### src/rtl/core/weighted_correlation_accumulator_unit_defines.svh
// Assertion macros for the weighted correlation accumulator RTL.
// No dependencies; expects clk and rst_n in the scope of each use.
`ifndef WEIGHTED_CORRELATION_ACCUMULATOR_UNIT_DEFINES_SVH
`define WEIGHTED_CORRELATION_ACCUMULATOR_UNIT_DEFINES_SVH

`ifndef NO_ASSERTIONS
// Same-cycle implication, checked at every rising edge outside reset.
`define WCA_ASSERT_IMPLIES(label, ante, cons) \
    label: assert property (@(posedge clk) disable iff (!rst_n) (ante) |-> (cons)) \
        else $error("same-cycle implication violated");
// Next-cycle implication, checked at every rising edge outside reset.
`define WCA_ASSERT_NEXT(label, ante, cons) \
    label: assert property (@(posedge clk) disable iff (!rst_n) (ante) |=> (cons)) \
        else $error("next-cycle implication violated");
`else
`define WCA_ASSERT_IMPLIES(label, ante, cons)
`define WCA_ASSERT_NEXT(label, ante, cons)
`endif

`endif

### src/rtl/core/wca_pkg.sv
// Shared types and constants for the weighted correlation accumulator.
// No dependencies; imported by every module of the block.
package wca_pkg;

    localparam int STEP_W     = 5;
    localparam int ALU_W      = 32;
    localparam int TERM_W     = 25;
    localparam int SCORE_W    = 40;
    localparam int COUNT_W    = 11;

    localparam logic [STEP_W-1:0] MAC_STEPS  = 5'd5;
    localparam logic [STEP_W-1:0] SQRT_STEPS = 5'd28;
    localparam logic [STEP_W-1:0] DIV_STEPS  = 5'd17;

    localparam logic [16:0]         CORR_ONE    = 17'd32768;
    localparam logic [6:0]          CORR_SCALE  = 7'd100;
    localparam logic [39:0]         ROUND_HALF  = 40'd16384;
    localparam logic signed [15:0]  OFFSET_RESET = 16'sd29491;

    localparam logic signed [SCORE_W-1:0] SUM_MAX = 40'sh7F_FFFF_FFFF;
    localparam logic signed [SCORE_W-1:0] SUM_MIN = 40'sh80_0000_0000;

    typedef struct packed {
        logic [3:0]  first_a;
        logic [3:0]  first_c;
        logic [3:0]  first_g;
        logic [3:0]  first_t;
        logic [3:0]  first_pad;
        logic [3:0]  second_a;
        logic [3:0]  second_c;
        logic [3:0]  second_g;
        logic [3:0]  second_t;
        logic [3:0]  second_pad;
        logic [15:0] row_weight;
        logic        last_row;
    } in_item_t;

    typedef struct packed {
        logic signed [SCORE_W-1:0] total_score;
        logic [COUNT_W-1:0]        valid_rows;
    } out_item_t;

    // Request from the correlation core to the accumulator.
    typedef struct packed {
        logic                     valid;
        logic                     last;
        logic                     counted;
        logic signed [TERM_W-1:0] term;
    } acc_cmd_t;

    typedef enum logic [3:0] {
        S_IDLE,
        S_MAC,
        S_PROD,
        S_SQRT,
        S_DINIT,
        S_DIV,
        S_CORR,
        S_SCALE,
        S_MUL,
        S_TERM,
        S_ACC
    } corr_state_t;

endpackage

### src/rtl/core/wca_cmpsub.sv
// Shared 32-bit compare-subtract unit for the square root and division steps.
// Depends on wca_pkg.
module wca_cmpsub
    import wca_pkg::*;
(
    input  logic [ALU_W-1:0] a,
    input  logic [ALU_W-1:0] b,
    output logic             ge,
    output logic [ALU_W-1:0] diff
);

    logic [ALU_W:0] sub_wide;

    // Borrow out of the subtraction doubles as the compare result.
    assign sub_wide = {1'b0, a} - {1'b0, b};
    assign ge       = ~sub_wide[ALU_W];
    assign diff     = sub_wide[ALU_W-1:0];

endmodule

### src/rtl/core/wca_corr_core.sv
// Correlation sequencer: row statistics, bit-serial square root and division,
// weighted term. Depends on wca_pkg, wca_cmpsub and the assertion macro header.
`include "weighted_correlation_accumulator_unit_defines.svh"

module wca_corr_core
    import wca_pkg::*;
(
    input  logic               clk,
    input  logic               rst_n,
    input  logic               in_valid,
    output logic               in_ready,
    input  in_item_t           in_data,
    input  logic signed [15:0] corr_offset,
    output acc_cmd_t           cmd,
    input  logic               cmd_ready
);

    corr_state_t        state_reg, state_next;
    logic [STEP_W-1:0]  step_reg, step_next;
    logic               cmd_valid;

    logic [3:0]         x1_reg [5];
    logic [3:0]         x2_reg [5];
    logic [6:0]         s1_reg, s2_reg;
    logic [15:0]        weight_reg;
    logic               last_reg;
    logic signed [15:0] num_reg;
    logic [12:0]        den1_reg, den2_reg;
    logic [55:0]        v_reg;
    logic [29:0]        rem_reg;
    logic [27:0]        root_reg;
    logic [16:0]        quot_reg;
    logic [16:0]        dmag_reg;
    logic               neg_reg;
    logic [23:0]        m1_reg;
    logic [39:0]        m2_reg;
    logic signed [TERM_W-1:0] term_reg;
    logic               counted_reg;

    logic [6:0]         s1_in, s2_in;
    logic signed [8:0]  d1, d2;
    logic signed [17:0] p12, sq1, sq2;
    logic               den_zero;
    logic [25:0]        prod;
    logic [15:0]        nmag;
    logic [43:0]        dividend;
    logic [16:0]        q_clamp;
    logic signed [17:0] corr, corr_diff;
    logic [39:0]        m2_round;
    logic signed [TERM_W-1:0] tmag_s;

    logic [ALU_W-1:0]   alu_a, alu_b, alu_diff;
    logic               alu_ge;

    wca_cmpsub u_cmpsub (
        .a    (alu_a),
        .b    (alu_b),
        .ge   (alu_ge),
        .diff (alu_diff)
    );

    assign s1_in = 7'(in_data.first_a) + 7'(in_data.first_c) + 7'(in_data.first_g)
                 + 7'(in_data.first_t) + 7'(in_data.first_pad);
    assign s2_in = 7'(in_data.second_a) + 7'(in_data.second_c) + 7'(in_data.second_g)
                 + 7'(in_data.second_t) + 7'(in_data.second_pad);

    // Deviation scaled by five: 5*x - sum.
    assign d1  = signed'(9'(x1_reg[0]) * 9'd5 - 9'(s1_reg));
    assign d2  = signed'(9'(x2_reg[0]) * 9'd5 - 9'(s2_reg));
    assign p12 = 18'(d1) * 18'(d2);
    assign sq1 = 18'(d1) * 18'(d1);
    assign sq2 = 18'(d2) * 18'(d2);

    assign den_zero = (den1_reg == '0) || (den2_reg == '0);
    assign prod     = 26'(den1_reg) * 26'(den2_reg);

    assign nmag     = num_reg[15] ? 16'(-num_reg) : 16'(num_reg);
    // Rounding half of the root fits under the shifted numerator, so no add.
    assign dividend = {1'b0, nmag[12:0], 3'b000, root_reg[27:1]};

    assign q_clamp   = (quot_reg > CORR_ONE) ? CORR_ONE : quot_reg;
    assign corr      = num_reg[15] ? -signed'({1'b0, q_clamp}) : signed'({1'b0, q_clamp});
    assign corr_diff = corr - 18'(corr_offset);

    assign m2_round = m2_reg + ROUND_HALF;
    assign tmag_s   = signed'(m2_round[39:15]);

    // Operand select for the shared unit.
    always_comb
    begin
        if (state_reg == S_DIV)
        begin
            alu_a = {2'b00, rem_reg[28:0], quot_reg[16]};
            alu_b = {4'b0000, root_reg};
        end
        else
        begin
            alu_a = {rem_reg, v_reg[55:54]};
            alu_b = {2'b00, root_reg, 2'b01};
        end
    end

    always_ff @(posedge clk or negedge rst_n)
    begin
        if (!rst_n)
        begin
            state_reg <= S_IDLE;
            step_reg  <= '0;
        end
        else
        begin
            state_reg <= state_next;
            step_reg  <= step_next;
        end
    end

    always_comb
    begin
        state_next = state_reg;
        step_next  = step_reg;
        in_ready   = 1'b0;
        cmd_valid  = 1'b0;
        unique case (state_reg)
            S_IDLE:
            begin
                in_ready = 1'b1;
                if (in_valid)
                begin
                    state_next = S_MAC;
                    step_next  = MAC_STEPS - 5'd1;
                end
            end
            S_MAC:
            begin
                step_next = step_reg - 5'd1;
                if (step_reg == '0)
                    state_next = S_PROD;
            end
            S_PROD:
            begin
                state_next = den_zero ? S_ACC : S_SQRT;
                step_next  = SQRT_STEPS - 5'd1;
            end
            S_SQRT:
            begin
                step_next = step_reg - 5'd1;
                if (step_reg == '0)
                    state_next = S_DINIT;
            end
            S_DINIT:
            begin
                state_next = S_DIV;
                step_next  = DIV_STEPS - 5'd1;
            end
            S_DIV:
            begin
                step_next = step_reg - 5'd1;
                if (step_reg == '0)
                    state_next = S_CORR;
            end
            S_CORR:  state_next = S_SCALE;
            S_SCALE: state_next = S_MUL;
            S_MUL:   state_next = S_TERM;
            S_TERM:  state_next = S_ACC;
            S_ACC:
            begin
                cmd_valid = 1'b1;
                if (cmd_ready)
                    state_next = S_IDLE;
            end
            default: state_next = S_IDLE;
        endcase
    end

    always_ff @(posedge clk)
    begin
        unique case (state_reg)
            S_IDLE:
            begin
                if (in_valid)
                begin
                    x1_reg[0]  <= in_data.first_a;
                    x1_reg[1]  <= in_data.first_c;
                    x1_reg[2]  <= in_data.first_g;
                    x1_reg[3]  <= in_data.first_t;
                    x1_reg[4]  <= in_data.first_pad;
                    x2_reg[0]  <= in_data.second_a;
                    x2_reg[1]  <= in_data.second_c;
                    x2_reg[2]  <= in_data.second_g;
                    x2_reg[3]  <= in_data.second_t;
                    x2_reg[4]  <= in_data.second_pad;
                    s1_reg     <= s1_in;
                    s2_reg     <= s2_in;
                    weight_reg <= in_data.row_weight;
                    last_reg   <= in_data.last_row;
                    num_reg    <= '0;
                    den1_reg   <= '0;
                    den2_reg   <= '0;
                end
            end
            S_MAC:
            begin
                // Advance the count vectors one entry per cycle.
                for (int i = 0; i < 4; i++)
                begin
                    x1_reg[i] <= x1_reg[i+1];
                    x2_reg[i] <= x2_reg[i+1];
                end
                num_reg  <= num_reg + 16'(p12);
                den1_reg <= den1_reg + 13'(sq1);
                den2_reg <= den2_reg + 13'(sq2);
            end
            S_PROD:
            begin
                v_reg       <= {prod, 30'd0};
                rem_reg     <= '0;
                root_reg    <= '0;
                term_reg    <= '0;
                counted_reg <= ~den_zero;
            end
            S_SQRT:
            begin
                rem_reg  <= alu_ge ? alu_diff[29:0] : alu_a[29:0];
                root_reg <= {root_reg[26:0], alu_ge};
                v_reg    <= v_reg << 2;
            end
            S_DINIT:
            begin
                rem_reg  <= 30'(dividend[43:17]);
                quot_reg <= dividend[16:0];
            end
            S_DIV:
            begin
                rem_reg  <= alu_ge ? alu_diff[29:0] : alu_a[29:0];
                quot_reg <= {quot_reg[15:0], alu_ge};
            end
            S_CORR:
            begin
                dmag_reg <= corr_diff[17] ? 17'(-corr_diff) : 17'(corr_diff);
                neg_reg  <= corr_diff[17];
            end
            S_SCALE: m1_reg <= 24'(dmag_reg) * 24'(CORR_SCALE);
            S_MUL:   m2_reg <= 40'(m1_reg) * 40'(weight_reg);
            S_TERM:  term_reg <= neg_reg ? -tmag_s : tmag_s;
            S_ACC:   ;
            default: ;
        endcase
    end

    assign cmd = '{valid: cmd_valid, last: last_reg, counted: counted_reg, term: term_reg};

    `WCA_ASSERT_IMPLIES(a_sqrt_rem_bound, state_reg == S_SQRT, rem_reg <= (30'(root_reg) << 1))
    `WCA_ASSERT_IMPLIES(a_div_rem_bound, state_reg == S_DIV, rem_reg < 30'(root_reg))
    `WCA_ASSERT_NEXT(a_busy_after_accept, in_valid && in_ready, !in_ready)

endmodule

### src/rtl/core/wca_score_acc.sv
// Saturating score sum, row counter and result register.
// Depends on wca_pkg and the assertion macro header.
`include "weighted_correlation_accumulator_unit_defines.svh"

module wca_score_acc
    import wca_pkg::*;
#(
    parameter int MAX_ROWS = 1024
)
(
    input  logic      clk,
    input  logic      rst_n,
    input  acc_cmd_t  cmd,
    output logic      cmd_ready,
    output logic      out_valid,
    input  logic      out_ready,
    output out_item_t out_data
);

    localparam int CountCapInt = (MAX_ROWS < 2047) ? MAX_ROWS : 2047;
    localparam logic [COUNT_W-1:0] CountCap = COUNT_W'(CountCapInt);

    logic signed [SCORE_W-1:0] sum_reg;
    logic [COUNT_W-1:0]        count_reg;
    logic                      out_valid_reg;
    out_item_t                 out_data_reg;

    logic signed [SCORE_W:0]   sum_wide;
    logic signed [SCORE_W-1:0] sum_new;
    logic [COUNT_W-1:0]        count_new;
    logic                      take;

    // A last row waits only while the previous result is still held.
    assign cmd_ready = ~cmd.last | ~out_valid_reg | out_ready;
    assign take      = cmd.valid & cmd_ready;

    assign sum_wide = {sum_reg[SCORE_W-1], sum_reg} + (SCORE_W+1)'(cmd.term);

    always_comb
    begin
        if (sum_wide[SCORE_W] != sum_wide[SCORE_W-1])
            sum_new = sum_wide[SCORE_W] ? SUM_MIN : SUM_MAX;
        else
            sum_new = sum_wide[SCORE_W-1:0];
        if (cmd.counted && (count_reg < CountCap))
            count_new = count_reg + COUNT_W'(1);
        else
            count_new = count_reg;
    end

    always_ff @(posedge clk or negedge rst_n)
    begin
        if (!rst_n)
        begin
            sum_reg       <= '0;
            count_reg     <= '0;
            out_valid_reg <= 1'b0;
        end
        else
        begin
            if (take)
            begin
                if (cmd.last)
                begin
                    sum_reg   <= '0;
                    count_reg <= '0;
                end
                else
                begin
                    sum_reg   <= sum_new;
                    count_reg <= count_new;
                end
            end
            if (take && cmd.last)
                out_valid_reg <= 1'b1;
            else if (out_valid_reg && out_ready)
                out_valid_reg <= 1'b0;
        end
    end

    always_ff @(posedge clk)
    begin
        if (take && cmd.last)
            out_data_reg <= '{total_score: sum_new, valid_rows: count_new};
    end

    assign out_valid = out_valid_reg;
    assign out_data  = out_data_reg;

    `WCA_ASSERT_IMPLIES(a_count_cap, 1'b1, count_reg <= CountCap)
    `WCA_ASSERT_NEXT(a_clear_on_last, take && cmd.last, sum_reg == '0 && count_reg == '0 && out_valid_reg)
    `WCA_ASSERT_NEXT(a_out_hold, out_valid_reg && !out_ready, out_valid_reg && $stable(out_data_reg))

endmodule

### src/rtl/core/weighted_correlation_accumulator_unit.sv
// Top level of the weighted correlation accumulator.
// Depends on wca_pkg, wca_corr_core and wca_score_acc.
//
// Each accepted request is one row: two five-entry count vectors, a Q8.8 weight
// and a last-row flag. The block forms the Pearson correlation of the two
// vectors from exact integer sums (deviations scaled by five), subtracts the
// programmable offset (cfg_data, signed Q1.15, 0.9 after reset) and adds
// 100*(corr-offset)*weight in Q8 to a 40-bit saturating sum, counting the row.
// Rows where either vector is constant add nothing and are not counted. A row
// flagged last produces one result (sum and count, the row itself included)
// and clears both. The sequencer works on one row at a time: the 28-step square
// root and 17-step division, skipped for a row with a constant vector, share
// one 32-bit compare-subtract unit one result bit per cycle, with the row
// statistics before them and a short multiply chain after. in_ready is high
// only while the sequencer is idle. A finished result sits in an output
// register, so the next rows are taken while it waits; only a later last row
// holds at its final step until that result is taken. Write cfg_data only
// while the block is idle.

module weighted_correlation_accumulator_unit
    import wca_pkg::*;
#(
    parameter int MAX_ROWS = 1024
)
(
    input  logic               clk,
    input  logic               rst_n,
    input  logic               in_valid,
    output logic               in_ready,
    input  in_item_t           in_data,
    output logic               out_valid,
    input  logic               out_ready,
    output out_item_t          out_data,
    input  logic               cfg_valid,
    output logic               cfg_ready,
    input  logic signed [15:0] cfg_data
);

    logic signed [15:0] offset_reg;
    acc_cmd_t           cmd;
    logic               cmd_ready;

    // Configuration writes are always taken.
    assign cfg_ready = 1'b1;

    always_ff @(posedge clk or negedge rst_n)
    begin
        if (!rst_n)
            offset_reg <= OFFSET_RESET;
        else if (cfg_valid)
            offset_reg <= cfg_data;
    end

    // Sequencer: statistics, root, quotient and the weighted term of one row.
    wca_corr_core u_core (
        .clk         (clk),
        .rst_n       (rst_n),
        .in_valid    (in_valid),
        .in_ready    (in_ready),
        .in_data     (in_data),
        .corr_offset (offset_reg),
        .cmd         (cmd),
        .cmd_ready   (cmd_ready)
    );

    // Running sum, row count and the result register.
    wca_score_acc #(
        .MAX_ROWS (MAX_ROWS)
    ) u_acc (
        .clk       (clk),
        .rst_n     (rst_n),
        .cmd       (cmd),
        .cmd_ready (cmd_ready),
        .out_valid (out_valid),
        .out_ready (out_ready),
        .out_data  (out_data)
    );

endmodule
### config.mk
export PLATFORM = sky130hd
export DESIGN_NAME = weighted_correlation_accumulator_unit
export DESIGN_NICKNAME = d
export VERILOG_FILES = /design/src/rtl/core/wca_pkg.sv /design/src/rtl/core/wca_cmpsub.sv /design/src/rtl/core/wca_corr_core.sv /design/src/rtl/core/wca_score_acc.sv /design/src/rtl/core/weighted_correlation_accumulator_unit.sv
export VERILOG_INCLUDE_DIRS = /design/src /design/src/rtl/core
export SDC_FILE = /design/constraint.sdc
export NUM_CORES = 2
export LEC_CHECK = 0
export BUFFER_PORTS_ARGS = -buffer_cell sky130_fd_sc_hd__clkbuf_2
export CAP_MARGIN = 20
export CORE_MARGIN = 4
export CORE_UTILIZATION = 44
export CTS_CLUSTER_DIAMETER = 80
export DETAILED_ROUTE_END_ITERATION = 8
export MAX_ROUTING_LAYER = met4
export PLACE_DENSITY = 0.66
export SYNTH_ARGS = -nofsm -noshare
export SYNTH_HDL_FRONTEND = slang
export SYNTH_HIERARCHICAL = 1
export SYNTH_SLANG_ARGS = --single-unit
export TNS_END_PERCENT = 50
### constraint.sdc
create_clock -name clk -period 9.7 [get_ports clk]
set_input_delay 0.97 -clock clk [delete_from_list [all_inputs] [get_ports clk]]
set_output_delay 0.97 -clock clk [all_outputs]
set_load 0.02 [all_outputs]
### Yosys cells after proc, flatten, opt, wreduce, memory -nomap -nowiden

Memory sizes are Yosys's and may differ from the RTL's.
Index checks and enable logic that the tools add are counted.

* bits in writable memories: 40
* bits in latches: 0
* word-level logic and storage cells: 161
* memory bits (read-only): 0
* memories kept: 2
* register bits: 436
* input bits: 78

Memories
* u_core.x1_reg: depth 5, width 4, rd ports 5, clocked after memory_dff 0, write ports 5, line wca_corr_core.sv:22 `logic [3:0] x1_reg [5];`
* u_core.x2_reg: depth 5, width 4, rd ports 5, clocked after memory_dff 0, write ports 5, line wca_corr_core.sv:23 `logic [3:0] x2_reg [5];`

* multiply operators: 8
* divide/modulo/power cells: 0
* $add $sub $neg: 23
* equal/unequal tests: 16
* bitwise logic cells: 15
* muxes and demuxes: 49
* reduce and logical (&&, ||, !) cells: 21
* shifts and indexed selects: 0
* $lt $le $gt $ge: 2

Operator list (count)
* 40-bit 2-to-1 mux: 3
* 56-bit case mux with 2 select lines: 1
* 30-bit case mux with 3 select lines: 1
* 30-bit 2-to-1 mux: 2
* 4-bit 2-to-1 mux: 14
* 28-bit case mux with 2 select lines: 1
* 13-bit case mux with 2 select lines: 2
* 25-bit case mux with 2 select lines: 1
* 4-bit case mux with 11 select lines: 1
* 7-bit by 4-bit adder with 7-bit output: 6
* 40-bit by 25-bit adder with 41-bit output: 1
* 40-bit by 15-bit adder with 40-bit output (second input constant): 1
* 22-bit by 16-bit multiplier with 38-bit output: 1
* 17-bit 2-to-1 mux: 2
* 17-bit case mux with 2 select lines: 1
* 32-bit by 30-bit subtractor with 33-bit output: 1
* 32-bit 2-to-1 mux: 1
* 16-bit case mux with 2 select lines: 1
* 13-bit adder: 2
* 13-bit zero test: 2
* 13-bit by 13-bit multiplier with 26-bit output: 1
* 8-bit by 8-bit multiplier with 13-bit output: 2
* 13-bit 2-to-1 mux: 2
* 25-bit 2-to-1 mux: 1
* 42 further kinds: 83

### Longest topological paths before layout

* depth in word-level cells: 7
* depth in mapped cells: 32
* gate-level depth less buffers: 31

### Modules after synthesis

The synthesis kept the hierarchy.

Modules (own cells, without submodules)
* wca_corr_core: cells an instance 4479, area each 42075.4 sq um, seq. area each 9414.0 sq um, times used 1
* wca_score_acc: cells an instance 681, area each 6472.5 sq um, seq. area each 2832.7 sq um, times used 1
* wca_cmpsub: cells an instance 244, area each 1700.4 sq um, seq. area each 0.0 sq um, times used 1
* weighted_correlation_accumulator_unit: cells an instance 36, area each 671.9 sq um, seq. area each 411.6 sq um, times used 1

### Least setup slack after synthesis

No wires, ideal clock.

* kind: flip-flop to flip-flop
* start point: reg u_core.s1_reg[0]
* end point: reg u_core.num_reg[14], data pin
* period minus slack after synthesis: 7.399 ns
* arrival: 7.133 ns
* slack: 2.301 ns
* stages on the path, launching flop included: 30
* data required time: 9.434 ns
* path through: edfxtp_1 -> inv_1 -> fa_1 -> ha_1 -> fa_1 -> a21o_1 -> a21oi_1 -> o21bai_1 -> a21oi_1 -> xnor2_1 -> clkbuf_1 -> nor2b_1 -> inv_1 -> fa_1 -> fa_1 -> inv_1 -> fa_1 -> fa_1 -> inv_1 -> fa_1 -> inv_1 -> ha_1 -> a21oi_1 -> o21bai_1 -> a21oi_1 -> o21bai_1 -> a21oi_1 -> o21ai_0 -> xnor2_1 -> nor2_1

* word-level cells in the longest chain between the ends: 4

Ends and longest elaborated chain
* start: declaration: line wca_corr_core.sv:24 `logic [6:0] s1_reg, s2_reg;`
* start signal: assignment: line wca_corr_core.sv:192 `s1_reg <= s1_in;`
* 7-bit by 7-bit subtractor with 8-bit output: line wca_corr_core.sv:68 `assign d1 = signed'(9'(x1_reg[0]) * 9'd5 - 9'(s1_reg));`
* 8-bit by 8-bit multiplier with 16-bit output: line wca_corr_core.sv:70 `assign p12 = 18'(d1) * 18'(d2);`
* 16-bit adder: line wca_corr_core.sv:209 `num_reg <= num_reg + 16'(p12);`
* 16-bit case mux with 2 select lines: line wca_corr_core.sv:177 `unique case (state_reg)`
* end signal: assignment: line wca_corr_core.sv:209
* end: declaration: line wca_corr_core.sv:27 `logic signed [15:0] num_reg;`

No other way between the ends.
A chain may end at the register's enable or synchronous reset.

### Final worst setup path

* start point: reg u_core.s1_reg[0]
* end point: reg u_core.num_reg[15], data pin

The elaborated chain is that of the path after synthesis.

==> key figures <==
Outcome
  • Outcome: finished clean

Global route
  • First-pass GRT wire length: 196900 microns
  • Largest net degree at the start of global routing: 72
  • Vias in the first global route: 38160
  • Initial antenna violation count: 0
  • Remaining Overflow, GRT: 0
  • Overall Global Routing Usage: 0.2044

Detailed routing
  • TritonRoute pass-1 iters: 5
  • Vias: 36980
  • Routed Antenna Nets: 0
  • DR top layer: met4
  • Met2 wire len: 57030 microns
  • Final WL: 118600 microns
  • Starting DRT DRC Count: 2211
  • Remaining DRCs: 0
  • DR WL/cell: 16.92 microns
  • Met3 wire len: 5721 microns
  • Via/cell ratio: 5.275
  • Met1 wire length: 52970 microns

STA
  • Fin Clk Skew: 0.05073 ns
  • Fmax: 0.1256 GHz
  • Slew @ Worst Pin: 1.078 ns
  • Slew Viols, Final: 0
  • Minimum clock period: 7.965 ns
  • Unrepaired setup endpoints after global routing: no
  • Final setup violation count: 0
  • Tcrit/Tclk final: 0.8211
  • Fin Setup TNS: 0 ns
  • Slew headroom: 0.2764
  • Hold Fails Final Rpt: 0

Floorplan
  • I/O pin total: 132
  • DIE WIDTH: 348.1 microns
  • # rows: 124
  • Core box area: 114500 sq um
  • Die Footprint: 121100 sq um
  • Die span in y: 348.1 microns
  • Starting Density: 0.4444

Flow run
  • Max Cap Viol: 0

Critical path
  • CP startpoint: u_core/s1_reg[0]
  • Reg-to-reg startpoint: u_core/s1_reg[0]
  • CP Buf/Inv Count: 6
  • CP most frequent cell: fa_1
  • Worst Setup End Kind: flop
  • Req. time, crit path: 10.08 ns
  • RR Endpoint: u_core/num_reg[15]
  • Critical path class: flop to flop
  • Crit. path cell count: 28
  • CP max-delay cell: nor2b_1
  • Internal reg-to-reg setup slack: 1.74 ns
  • Critical path arrival: 8.34 ns
  • Worst R2R Path Depth: 28
  • Slowest cell delay on critical path: 0.70 ns
  • CP Launch Type: flop
  • Setup crit end: u_core/num_reg[15]
  • CP max FO: 20
  • CP top delay family: adder cells

Finish
  • Commonest non-fill, non-tap cell in the layout: nand2_1
  • Syn-to-layout area delta: 7.958%
  • Share of cells above drive strength 1: 0.06857
  • Commonest cells after routing, fill and taps aside: 917 x nand2_1, 874 x inv_1, 608 x fa_1, 474 x ha_1, 357 x edfxtp_1
  • Max reg flops: 51
  • Net count, final: 6610
  • Fillers: 10660
  • # diodes: 0

Place
  • # port buffers: 130
  • HPWL Detailed: 90870 microns
  • Routability congestion estimate: 0.9204

Synthesis
  • Post-Synthesis Cells: 5434
  • Post-Syn Area per Cell: 9.364 sq um
  • Count of yosys warnings during synthesis: 6
  • Post-Syn Area: 50880 sq um

Clock tree
  • Hold buffer count at cts: 0
  • Clock slew at the register clock pins of the worst setup and hold paths: 0.06 ns
  • Num CTS Buffers: 56
  • Htree depth: 2
  • Resize count post-CTS: 0
  • Clock Latency Late Sink: 0.68 ns
  • CTS root buf: clkbuf_16
  • Clock sinks: 434
  • Post-CTS setup repair buffer count: 0
  • Clk buf depth: 3
  • CTS tree: yes

Worst hold path
  • Hold Crit Class: primary input to async pin
through the flow:
step	util	setup WS [ns]	instance area (sq um)	hold slack [ns]	instances
2_1_floorplan	-	2.301	50890	0.4538	5435
3_3_place_gp	0.4616	1.868	52850	0.4732	6902
3_5_place_dp	0.4616	1.719	52850	0.4828	6902
4_1_cts	0.4793	1.704	54880	0.1156	7008
5_1_grt	0.4797	1.168	54930	0.1347	7010
6_report	0.4797	1.735	54930	0.1597	7010
worst register-to-register path, delay by kind of cell (launching register included):
family / cells / cell delay, ns
buffers and inverters: 6 / 0.58
adder cells (fa/ha/maj): 9 / 4.05
flip-flops: 1 / 0.36
AO/OA/AOI/OAI: 9 / 1.67
XOR/XNOR: 2 / 0.26
AND/OR/NAND/NOR: 2 / 0.76
layout make-up:
class,count,area [sq um],area share
Clock buffer,67,1493,0.02717
Inverter,880,3303,0.06013
Tap cell,1512,1892,0.03444
Clock inverter,39,540.5,0.009840
Sequential cell,434,12660,0.2304
Multi-Input combinational cell,3913,34100,0.6207
Timing Repair Buffer,165,948.4,0.01727
how the worst min path moves through the flow:
stage | from | end | slack (ns) | cells after the start
2_1_floorplan | u_acc/sum_reg[39] | u_acc/sum_reg[39] | 0.45 | 2
3_3_place_gp | u_acc/sum_reg[39] | u_acc/sum_reg[39] | 0.47 | 2
3_5_place_dp | u_acc/sum_reg[4] | u_acc/sum_reg[4] | 0.48 | 2
4_1_cts | rst_n | u_acc/sum_reg[28] | 0.12 | 1
5_1_grt | rst_n | u_acc/sum_reg[28] | 0.13 | 1
6_report | rst_n | u_acc/sum_reg[28] | 0.16 | 1
routing by layer:
metal | track usage | up-vias
met5 | - | -
met4 | 0.04851 | 0
met3 | 0.02413 | 163
met2 | 0.3394 | 877
met1 | 0.2700 | 18380
li1 | - | 17560
Power is left out: the tool's default activity adds up to more than one toggle a clock period on the data nets, which glitch-free logic cannot reach.
